## src/rtl/lcis_pkg.sv

```systemverilog
package lcis_pkg;

  typedef struct packed {
    logic       cmd;
    logic [7:0] rx_byte;
  } in_item_t;

  typedef struct packed {
    logic       enable_out;
    logic [3:0] igniter_lines;
    logic [2:0] reply_code;
    logic [1:0] event_code;
  } out_item_t;

  // one classified request handed from the front to the back
  typedef struct packed {
    logic       is_tick;
    logic [2:0] reply;
  } op_t;

  typedef enum logic [2:0] {
    PH_IDLE,
    PH_WAIT0,
    PH_WAIT1,
    PH_WAITOFF,
    PH_DONE
  } phase_t;

  localparam logic [2:0] REPLY_NONE   = 3'd0;
  localparam logic [2:0] REPLY_ABORT  = 3'd1;
  localparam logic [2:0] REPLY_TESTBT = 3'd2;
  localparam logic [2:0] REPLY_TESTRF = 3'd3;
  localparam logic [2:0] REPLY_TEN    = 3'd4;
  localparam logic [2:0] REPLY_THREE  = 3'd5;
  localparam logic [2:0] REPLY_ONE    = 3'd6;

  localparam logic [1:0] EV_NONE    = 2'd0;
  localparam logic [1:0] EV_IGN0    = 2'd1;
  localparam logic [1:0] EV_IGN1    = 2'd2;
  localparam logic [1:0] EV_ALL_OFF = 2'd3;

  localparam logic [1:0] CFG_WAIT_TICKS   = 2'd0;
  localparam logic [1:0] CFG_SECOND_TICKS = 2'd1;
  localparam logic [1:0] CFG_OFF_TICKS    = 2'd2;

  localparam logic [7:0] WAIT_TICKS_RST   = 8'd58;
  localparam logic [7:0] SECOND_TICKS_RST = 8'd11;
  localparam logic [7:0] OFF_TICKS_RST    = 8'd20;
  localparam logic [7:0] TICK_MAX         = 8'hFF;

  localparam int WORD_COUNT = 6;
  localparam int WORD_MAX   = 7;

  // words in priority order
  localparam logic [7:0] WORD_TEXT [WORD_COUNT][WORD_MAX] = '{
    '{"T", "E", "S", "T", "B", "T", 8'h00},
    '{"T", "E", "S", "T", "R", "F", 8'h00},
    '{"A", "B", "O", "R", "T", "A", "R"},
    '{"D", "I", "E", "Z", 8'h00, 8'h00, 8'h00},
    '{"T", "R", "E", "S", 8'h00, 8'h00, 8'h00},
    '{"U", "N", "O", 8'h00, 8'h00, 8'h00, 8'h00}
  };
  localparam logic [2:0] WORD_LEN [WORD_COUNT] = '{3'd6, 3'd6, 3'd7, 3'd4, 3'd4, 3'd3};
  localparam logic [2:0] WORD_REPLY [WORD_COUNT] = '{
    REPLY_TESTBT, REPLY_TESTRF, REPLY_ABORT, REPLY_TEN, REPLY_THREE, REPLY_ONE
  };

endpackage

```

## src/rtl/lcis_fifo.sv

```systemverilog
module lcis_fifo #(
  parameter int WIDTH = 4,
  parameter int DEPTH = 2
) (
  input  logic             clk,
  input  logic             rst_n,
  input  logic             wr_en,
  input  logic [WIDTH-1:0] wr_data,
  output logic             full,
  input  logic             rd_en,
  output logic [WIDTH-1:0] rd_data,
  output logic             empty
);

  localparam int PW = (DEPTH > 1) ? $clog2(DEPTH) : 1;
  localparam int CW = $clog2(DEPTH + 1);

  logic [WIDTH-1:0] mem_r [DEPTH];
  logic [PW-1:0]    wr_ptr_r, wr_ptr_nxt;
  logic [PW-1:0]    rd_ptr_r, rd_ptr_nxt;
  logic [CW-1:0]    count_r, count_nxt;
  logic             do_wr, do_rd;

  assign full    = (count_r == CW'(DEPTH));
  assign empty   = (count_r == '0);
  assign do_wr   = wr_en && !full;
  assign do_rd   = rd_en && !empty;
  assign rd_data = mem_r[rd_ptr_r];

  always_comb begin
    wr_ptr_nxt = wr_ptr_r;
    rd_ptr_nxt = rd_ptr_r;
    count_nxt  = count_r;
    if (do_wr) begin
      wr_ptr_nxt = (wr_ptr_r == PW'(DEPTH - 1)) ? '0 : wr_ptr_r + 1'b1;
    end
    if (do_rd) begin
      rd_ptr_nxt = (rd_ptr_r == PW'(DEPTH - 1)) ? '0 : rd_ptr_r + 1'b1;
    end
    if (do_wr && !do_rd) begin
      count_nxt = count_r + 1'b1;
    end else if (do_rd && !do_wr) begin
      count_nxt = count_r - 1'b1;
    end
  end

  always_ff @(posedge clk) begin
    if (!rst_n) begin
      wr_ptr_r <= '0;
      rd_ptr_r <= '0;
      count_r  <= '0;
    end else begin
      wr_ptr_r <= wr_ptr_nxt;
      rd_ptr_r <= rd_ptr_nxt;
      count_r  <= count_nxt;
    end
  end

  always_ff @(posedge clk) begin
    if (do_wr) begin
      mem_r[wr_ptr_r] <= wr_data;
    end
  end

  assert property (@(posedge clk) disable iff (!rst_n) count_r <= CW'(DEPTH))
    else $error("fifo count beyond depth");

  assert property (@(posedge clk) disable iff (!rst_n)
    (do_wr && !do_rd) |=> (count_r == $past(count_r) + 1'b1))
    else $error("fifo count did not follow a lone write");

  assert property (@(posedge clk) disable iff (!rst_n)
    (count_r == '0) |-> (wr_ptr_r == rd_ptr_r))
    else $error("fifo pointers differ while empty");

endmodule

```

## src/rtl/lcis_front.sv

```systemverilog
module lcis_front #(
  parameter int MAX_WORD_LEN = 20
) (
  input  logic              clk,
  input  logic              rst_n,
  input  logic              accept,
  input  lcis_pkg::in_item_t item,
  output lcis_pkg::op_t     op
);

  import lcis_pkg::*;

  localparam int PW = $clog2(MAX_WORD_LEN + 1);

  logic [PW-1:0]         pos_r, pos_nxt;
  logic [WORD_COUNT-1:0] alive_r, alive_nxt;
  logic                  started_r, started_nxt;
  logic [2:0]            reply;

  // first live word whose letters were all seen wins
  always_comb begin
    reply = REPLY_NONE;
    for (int w = WORD_COUNT - 1; w >= 0; w--) begin
      if (alive_r[w] && (pos_r >= PW'(WORD_LEN[w]))) begin
        reply = WORD_REPLY[w];
      end
    end
  end

  always_comb begin
    pos_nxt     = pos_r;
    alive_nxt   = alive_r;
    started_nxt = started_r;
    op.is_tick  = item.cmd;
    op.reply    = REPLY_NONE;
    if (accept && !item.cmd && !started_r) begin
      if (item.rx_byte == 8'h00) begin
        op.reply  = reply;
        pos_nxt   = '0;
        alive_nxt = '1;
        if (reply == REPLY_ONE) begin
          started_nxt = 1'b1;
        end
      end else if (pos_r < PW'(MAX_WORD_LEN)) begin
        for (int w = 0; w < WORD_COUNT; w++) begin
          if ((pos_r < PW'(WORD_LEN[w])) &&
              (WORD_TEXT[w][pos_r[2:0]] != item.rx_byte)) begin
            alive_nxt[w] = 1'b0;
          end
        end
        pos_nxt = pos_r + 1'b1;
      end
    end
  end

  always_ff @(posedge clk) begin
    if (!rst_n) begin
      pos_r     <= '0;
      alive_r   <= '1;
      started_r <= 1'b0;
    end else begin
      pos_r     <= pos_nxt;
      alive_r   <= alive_nxt;
      started_r <= started_nxt;
    end
  end

  assert property (@(posedge clk) disable iff (!rst_n)
    started_r |-> (pos_r == '0 && alive_r == '1))
    else $error("word matcher moved after start");

  assert property (@(posedge clk) disable iff (!rst_n)
    pos_r <= PW'(MAX_WORD_LEN))
    else $error("character position past limit");

  assert property (@(posedge clk) disable iff (!rst_n)
    $rose(started_r) |-> $past(accept && op.reply == REPLY_ONE))
    else $error("start without one acknowledged");

endmodule

```

## src/rtl/lcis_back.sv

```systemverilog
module lcis_back (
  input  logic                clk,
  input  logic                rst_n,
  input  logic                cfg_we,
  input  logic [1:0]          cfg_index,
  input  logic [7:0]          cfg_data,
  input  logic                op_valid,
  input  lcis_pkg::op_t       op,
  output lcis_pkg::out_item_t res
);

  import lcis_pkg::*;

  logic [7:0] wait_ticks_r, second_ticks_r, off_ticks_r;
  phase_t     phase_r, phase_nxt;
  logic [7:0] tick_r, tick_nxt;
  logic       enable_r, enable_nxt;
  logic [1:0] ign_r, ign_nxt;
  logic [1:0] event_code;

  always_ff @(posedge clk) begin
    if (!rst_n) begin
      wait_ticks_r   <= WAIT_TICKS_RST;
      second_ticks_r <= SECOND_TICKS_RST;
      off_ticks_r    <= OFF_TICKS_RST;
    end else if (cfg_we) begin
      case (cfg_index)
        CFG_WAIT_TICKS:   wait_ticks_r   <= cfg_data;
        CFG_SECOND_TICKS: second_ticks_r <= cfg_data;
        CFG_OFF_TICKS:    off_ticks_r    <= cfg_data;
        default: ;
      endcase
    end
  end

  always_comb begin
    phase_nxt  = phase_r;
    tick_nxt   = tick_r;
    enable_nxt = enable_r;
    ign_nxt    = ign_r;
    event_code = EV_NONE;
    if (op.is_tick) begin
      if (phase_r != PH_IDLE) begin
        tick_nxt = (tick_r != TICK_MAX) ? tick_r + 1'b1 : tick_r;
        case (phase_r)
          PH_WAIT0: begin
            if (tick_r >= wait_ticks_r) begin
              ign_nxt[0] = 1'b1;
              tick_nxt   = 8'd1;
              phase_nxt  = PH_WAIT1;
              event_code = EV_IGN0;
            end
          end
          PH_WAIT1: begin
            if (tick_r >= second_ticks_r) begin
              ign_nxt[1] = 1'b1;
              phase_nxt  = PH_WAITOFF;
              event_code = EV_IGN1;
            end
          end
          PH_WAITOFF: begin
            if (tick_r >= off_ticks_r) begin
              ign_nxt    = 2'b00;
              phase_nxt  = PH_DONE;
              event_code = EV_ALL_OFF;
            end
          end
          default: ;
        endcase
      end
    end else begin
      case (op.reply)
        REPLY_ABORT: begin
          enable_nxt = 1'b0;
          ign_nxt    = 2'b00;
        end
        REPLY_THREE: enable_nxt = 1'b1;
        REPLY_ONE:   phase_nxt  = PH_WAIT0;
        default: ;
      endcase
    end
    res.enable_out    = enable_nxt;
    res.igniter_lines = {2'b00, ign_nxt};
    res.reply_code    = op.is_tick ? REPLY_NONE : op.reply;
    res.event_code    = event_code;
  end

  always_ff @(posedge clk) begin
    if (!rst_n) begin
      phase_r  <= PH_IDLE;
      tick_r   <= '0;
      enable_r <= 1'b0;
      ign_r    <= 2'b00;
    end else if (op_valid) begin
      phase_r  <= phase_nxt;
      tick_r   <= tick_nxt;
      enable_r <= enable_nxt;
      ign_r    <= ign_nxt;
    end
  end

  assert property (@(posedge clk) disable iff (!rst_n)
    ign_r[1] |-> (phase_r == PH_WAITOFF))
    else $error("igniter one on outside its phase");

  assert property (@(posedge clk) disable iff (!rst_n)
    ign_r[0] |-> (phase_r == PH_WAIT1 || phase_r == PH_WAITOFF))
    else $error("igniter zero on outside its phases");

  assert property (@(posedge clk) disable iff (!rst_n)
    (phase_r == PH_IDLE) |-> (tick_r == '0))
    else $error("ticks counted before start");

endmodule

```

## src/rtl/launch_command_ignition_sequencer_core.sv

```systemverilog
// Launch command and ignition sequencer. Each request is either a command-link
// byte or a timer tick and yields exactly one result, in order. Bytes are
// matched against the command words in the front stage; ticks drive the
// igniter sequence in the back stage once UNO has been acknowledged. A
// request can be pushed every cycle. It is registered in the command queue and
// its result in the result queue. The sustained rate of one request per cycle
// is set by the back stage, which updates the sequence state once per cycle.
// Both sides stall independently through the two-entry command and result
// queues. Configuration writes take effect on the next cycle and are meant to
// happen only while both queues are empty.
module launch_command_ignition_sequencer_core #(
  parameter int MAX_WORD_LEN = 20
) (
  input  logic                clk,
  input  logic                rst_n,
  input  logic                push,
  output logic                full,
  input  lcis_pkg::in_item_t  in_data,
  output logic                empty,
  input  logic                pop,
  output lcis_pkg::out_item_t out_data,
  input  logic                cfg_we,
  input  logic [1:0]          cfg_index,
  input  logic [7:0]          cfg_data
);

  import lcis_pkg::*;

  localparam int OP_W  = $bits(op_t);
  localparam int RES_W = $bits(out_item_t);

  op_t        front_op, back_op;
  out_item_t  back_res;
  logic       accept;
  logic       q_empty, res_full, back_go;
  logic [OP_W-1:0]  q_rd;
  logic [RES_W-1:0] res_rd;

  assign accept  = push && !full;
  assign back_go = !q_empty && !res_full;
  assign back_op = op_t'(q_rd);
  assign out_data = out_item_t'(res_rd);

  lcis_front #(
    .MAX_WORD_LEN(MAX_WORD_LEN)
  ) u_front (
    .clk    (clk),
    .rst_n  (rst_n),
    .accept (accept),
    .item   (in_data),
    .op     (front_op)
  );

  lcis_fifo #(
    .WIDTH(OP_W),
    .DEPTH(2)
  ) u_cmd_q (
    .clk     (clk),
    .rst_n   (rst_n),
    .wr_en   (push),
    .wr_data (front_op),
    .full    (full),
    .rd_en   (back_go),
    .rd_data (q_rd),
    .empty   (q_empty)
  );

  lcis_back u_back (
    .clk       (clk),
    .rst_n     (rst_n),
    .cfg_we    (cfg_we),
    .cfg_index (cfg_index),
    .cfg_data  (cfg_data),
    .op_valid  (back_go),
    .op        (back_op),
    .res       (back_res)
  );

  lcis_fifo #(
    .WIDTH(RES_W),
    .DEPTH(2)
  ) u_res_q (
    .clk     (clk),
    .rst_n   (rst_n),
    .wr_en   (back_go),
    .wr_data (back_res),
    .full    (res_full),
    .rd_en   (pop),
    .rd_data (res_rd),
    .empty   (empty)
  );

endmodule
```

## config.mk

```make
export PLATFORM = sky130hd
export DESIGN_NAME = launch_command_ignition_sequencer_core
export DESIGN_NICKNAME = d
export VERILOG_FILES = /design/src/rtl/lcis_pkg.sv /design/src/rtl/lcis_fifo.sv /design/src/rtl/lcis_front.sv /design/src/rtl/lcis_back.sv /design/src/rtl/launch_command_ignition_sequencer_core.sv
export SDC_FILE = /design/constraint.sdc
export NUM_CORES = 1
export LEC_CHECK = 0
export BUFFER_PORTS_ARGS = -buffer_cell sky130_fd_sc_hd__buf_2
export CAP_MARGIN = 20
export CORE_MARGIN = 5
export CORE_UTILIZATION = 45
export CTS_CLUSTER_SIZE = 12
export DETAILED_ROUTE_END_ITERATION = 10
export PLACE_DENSITY = 0.72
export SLEW_MARGIN = 20
export SYNTH_ARGS = -nofsm -noshare
export SYNTH_HDL_FRONTEND = slang
export SYNTH_HIERARCHICAL = 1
export SYNTH_SLANG_ARGS = --single-unit
```

## constraint.sdc

```tcl
create_clock -name clk -period 2.3 [get_ports clk]
set_clock_uncertainty 0.2 [all_clocks]
set_input_delay 0.46 -clock clk [delete_from_list [all_inputs] [get_ports clk]]
set_output_delay 0.46 -clock clk [all_outputs]
set_load 0.05 [all_outputs]
```

==> impl_metrics.csv <==
group,metric,value,unit
pwr,seqPwrFrac,39.4,%
detailed_routing,via_per_inst,5.44,
detailed_routing,vias,3995,
hold_path,hold_path.class,"in -> reg",
cts,ctsHoldBuffers,0,
sta,hold_violations,0,
logic_synthesis,yosysTopAreaCellShare,23.6,%
pwr,powerDensity,880,mW/mm^2
pwr,swShare,35.0,%
pwr,netSwitchingPower,1.79,mW
die,coreArea,0.0110,mm^2
cts,insertion_delay,340,ps
worst_setup_path,critical_path_class,"reg -> reg",
sta,fmax,446,MHz
global_routing,grt_pass1_vias,3940,
logic_synthesis,yosysSeqAreaShare,40.1,%
die,num_io_pins,36,
die,die_width,116,um
final_layout,drive_above_1_share,19.5,%
run_status,status,"finished, final reports clean",
logic_synthesis,synth_area,0.00509,mm^2
sta,whs,137,ps
global_routing,antenna_found_initial,0,
sta,period_share,97.6,%
worst_setup_path,crit_path_start,"u_back/off_ticks_r[1]",
logic_synthesis,synth.area.top_cells,"dfxtp_1 24%, edfxtp_1 17%, ha_1 8.8%",
global_routing,grt_pass1_wl,18500,um
pwr,ir_worst_vdd,0.739,mV
sta,slew_headroom,46.1,%
hold_path,hp-start,"in_data[8]",
final_layout,antenna_cells,0,
logic_synthesis,syn_inst,546,
sta,rsz0062_at_grt,"yes",
sta,finalSetupViolCount,0,
logic_synthesis,synth_top_cell_by_area,"dfxtp_1",
global_routing,grt_max_degree,22,
logic_synthesis,avgSynthCellArea,9.32,um^2
detailed_routing,ant_nets,0,
global_routing,grt_usage,16.9,%
final_layout,finish.utilization,53.1,%
placement,portBuffers,35,
pwr,p_comb_share,32.9,%
cts,root_buffer,"clkbuf_16",
detailed_routing,drt_first_pass_iters,5,
sta,slew_viol_final,0,
pwr,finalPower,5.13,mW
cts,clockBufferDepth,2,
final_layout,fin_nets,649,
final_layout,areaGrowthSynthToFinish,14.5,%
placement,placed_cells,718,
cts,cts_inserted_buffers,9,
pwr,p_int,3.33,mW
detailed_routing,wl_per_cell,14.6,um
flow_run,max_cap_violations,0,
logic_synthesis,ys.flop_type,"dfxtp_1",
worst_setup_path,critPathMaxFanout,4,
cts,tritoncts,"done",
logic_synthesis,yosysWarnings,6,
die,dieArea,0.0135,mm^2
final_layout,multi_input_area,0.00283,mm^2
placement,gp_congestion,0.918,
detailed_routing,routed_wl,10700,um
logic_synthesis,postSynth.asyncResetShare,0,%
final_layout,nFillCells,968,
worst_setup_path,critPathRequiredTime,2280,ps
sta,fin_crit,2240,ps
worst_setup_path,arrival,2230,ps
detailed_routing,drc_errors,0,
cts,h-tree-depth,3,
die,rows,38,
placement,dpl_cell_area,0.00547,mm^2
die,dieHeight,116,um
detailed_routing,drt_iter0_drc,240,
final_layout,final_cells,734,
sta,worst_slew_pin_slew,808,ps
worst_setup_path,r2r_start,"u_back/off_ticks_r[1]",
logic_synthesis,synth-edff-count,28,
cts,cts.sinks,88,
global_routing,grt_overflow,0,
cts,post-cts-setup-buffers,0,
cts,clk_pin_slew,60,ps
final_layout,final_design_area_no_fill,0.00583,mm^2
placement,dpl.hpwl,7930,um
final_layout,seq_area,0.00205,mm^2
worst_setup_path,crit_path_end_kind,"register",
die,start_util,46.3,%
pwr,leakagePower,2.44,nW
pwr,p_clk_share,27.7,%
logic_synthesis,ys_ff_latch,88,
logic_synthesis,synth_cell_type_count,72,
worst_setup_path,worst_setup_path_start_kind,"register",
## cell usage in the layout (no fill, tap or decap), types with 3 or more instances in the layout
master | synthesis | final
a22oi_1 | 3 | 3
mux2_2 | 15 | 14
ha_1 | 36 | 36
o211ai_1 | 8 | 8
nor2b_1 | 12 | 11
nand3b_1 | 5 | 5
clkbuf_16 | 0 | 9
o31ai_1 | 3 | 3
nor2_1 | 54 | 53
nand4_1 | 4 | 4
a21oi_2 | 1 | 4
or3_1 | 7 | 7
dfxtp_2 | 0 | 3
o21ai_1 | 1 | 3
mux2i_1 | 18 | 18
nand2_1 | 31 | 30
buf_4 | 4 | 22
nor3_1 | 7 | 7
inv_1 | 38 | 38
nand3_1 | 17 | 16
buf_2 | 8 | 35
and3_1 | 5 | 5
a21boi_0 | 4 | 4
a21oi_1 | 35 | 31
o21bai_1 | 3 | 3
dfxtp_1 | 60 | 57
xor2_1 | 9 | 9
and2_1 | 4 | 4
nand2b_1 | 6 | 6
a211oi_1 | 7 | 6
edfxtp_1 | 28 | 28
o21a_1 | 6 | 6
a21o_1 | 4 | 4
o21ai_0 | 29 | 27
xnor2_1 | 16 | 16
a31oi_1 | 4 | 4
## what timing repair did
item                       in CTS  in global routing
resized for setup               1                 19
setup endpoints to repair       4                 19
pin swaps                       0                  4
## final timing paths
kind | slack [ps] | endpoint | cells after the start
worst min-delay path | 140 | u_cmd_q/mem_r[1][3] | 1
worst max register to register | 60 | u_back/phase_r[0] | 8
worst min register to register | 290 | u_front/started_r | 1
worst max-delay path | 60 | u_back/phase_r[0] | 8
## metrics by stage
stage | setup slack [ps] | TNS [ps]
after global placement | 70.3 | 0
after global routing | -47.5 | -49.5
final | 55.5 | 0
after floorplan | 31.0 | 0
after CTS | 1.48 | 0
after detailed placement | -5.61 | -14.6
## cells by family after synthesis
kind of cell | count (synthesis) | share of synthesized area (%)
xor+xnor | 25 | 4.30
compound gates | 130 | 17.1
flops | 88 | 40.1
simple gates | 167 | 17.0
mux | 33 | 6.86
other cells | 1 | 0.0737
buf+inv | 66 | 5.65
fa+ha+maj | 36 | 8.85
## synth_stat cells (6+ instances only)
cell type,number
dfxtp_1,60
nor2_1,54
inv_1,38
ha_1,36
a21oi_1,35
nand2_1,31
o21ai_0,29
edfxtp_1,28
mux2i_1,18
nand3_1,17
xnor2_1,16
mux2_2,15
nor2b_1,12
clkbuf_1,11
xor2_1,9
buf_2,8
o211ai_1,8
a211oi_1,7
nor3_1,7
or3_1,7
nand2b_1,6
o21a_1,6
## sequential cells by signal (all words and copies together) (netlist names), named ones only
| signal | count |
|---|---|
| u_res_q/mem_r | 20 |
| u_back/off_ticks_r | 8 |
| u_back/second_ticks_r | 8 |
| u_back/tick_r | 8 |
| u_back/wait_ticks_r | 8 |
| u_cmd_q/mem_r | 8 |
| u_front/alive_r | 6 |
| u_front/pos_r | 5 |
| u_back/phase_r | 3 |
| u_back/ign_r | 2 |
| u_cmd_q/count_r | 2 |
| u_res_q/count_r | 2 |
| u_back/enable_r | 1 |
| u_cmd_q/rd_ptr_r | 1 |
| u_cmd_q/wr_ptr_r | 1 |
| u_front/started_r | 1 |
| u_res_q/rd_ptr_r | 1 |
| u_res_q/wr_ptr_r | 1 |
## power by group through the flow
stage / Combinational, mW / Sequential, mW / Clock, mW
6_report: 1.69 / 2.02 / 1.42
5_1_grt: 1.85 / 2.05 / 1.52
4_1_cts: 1.68 / 2.02 / 1.44
3_5_place_dp: 1.67 / 2.06 / 0
3_3_place_gp: 1.64 / 2.04 / 0
2_1_floorplan: 1.33 / 2.00 / 0
## layer usage
metal  up-vias  global-route usage, %  routed length [um]
li1       2033                      -                   -
met1      1866                   22.2                5060
met2        77                   27.4                4970
met3        19                   3.01                 413
met4         0                   6.88                 252
met5         -                      0                   0
## area by class of cell
cell class | instances | area share (%)
multi-input combinational | 393 | 48.5
sequential | 88 | 35.1
timing repair buffer | 57 | 5.84
clock buffer | 10 | 3.93
tap | 140 | 3.01
inverter | 40 | 2.58
clock inverter | 6 | 1.03
## critical path: stages, from the launching register on
cell and delay [ps]:
dfxtp_1 330, inv_1 40, ha_1 190, or4_4 540
a21oi_4 140, o31ai_4 90, o221a_4 330, a21oi_2 160
a311oi_2 60
Note: power is estimated with default switching activity, not from simulation.
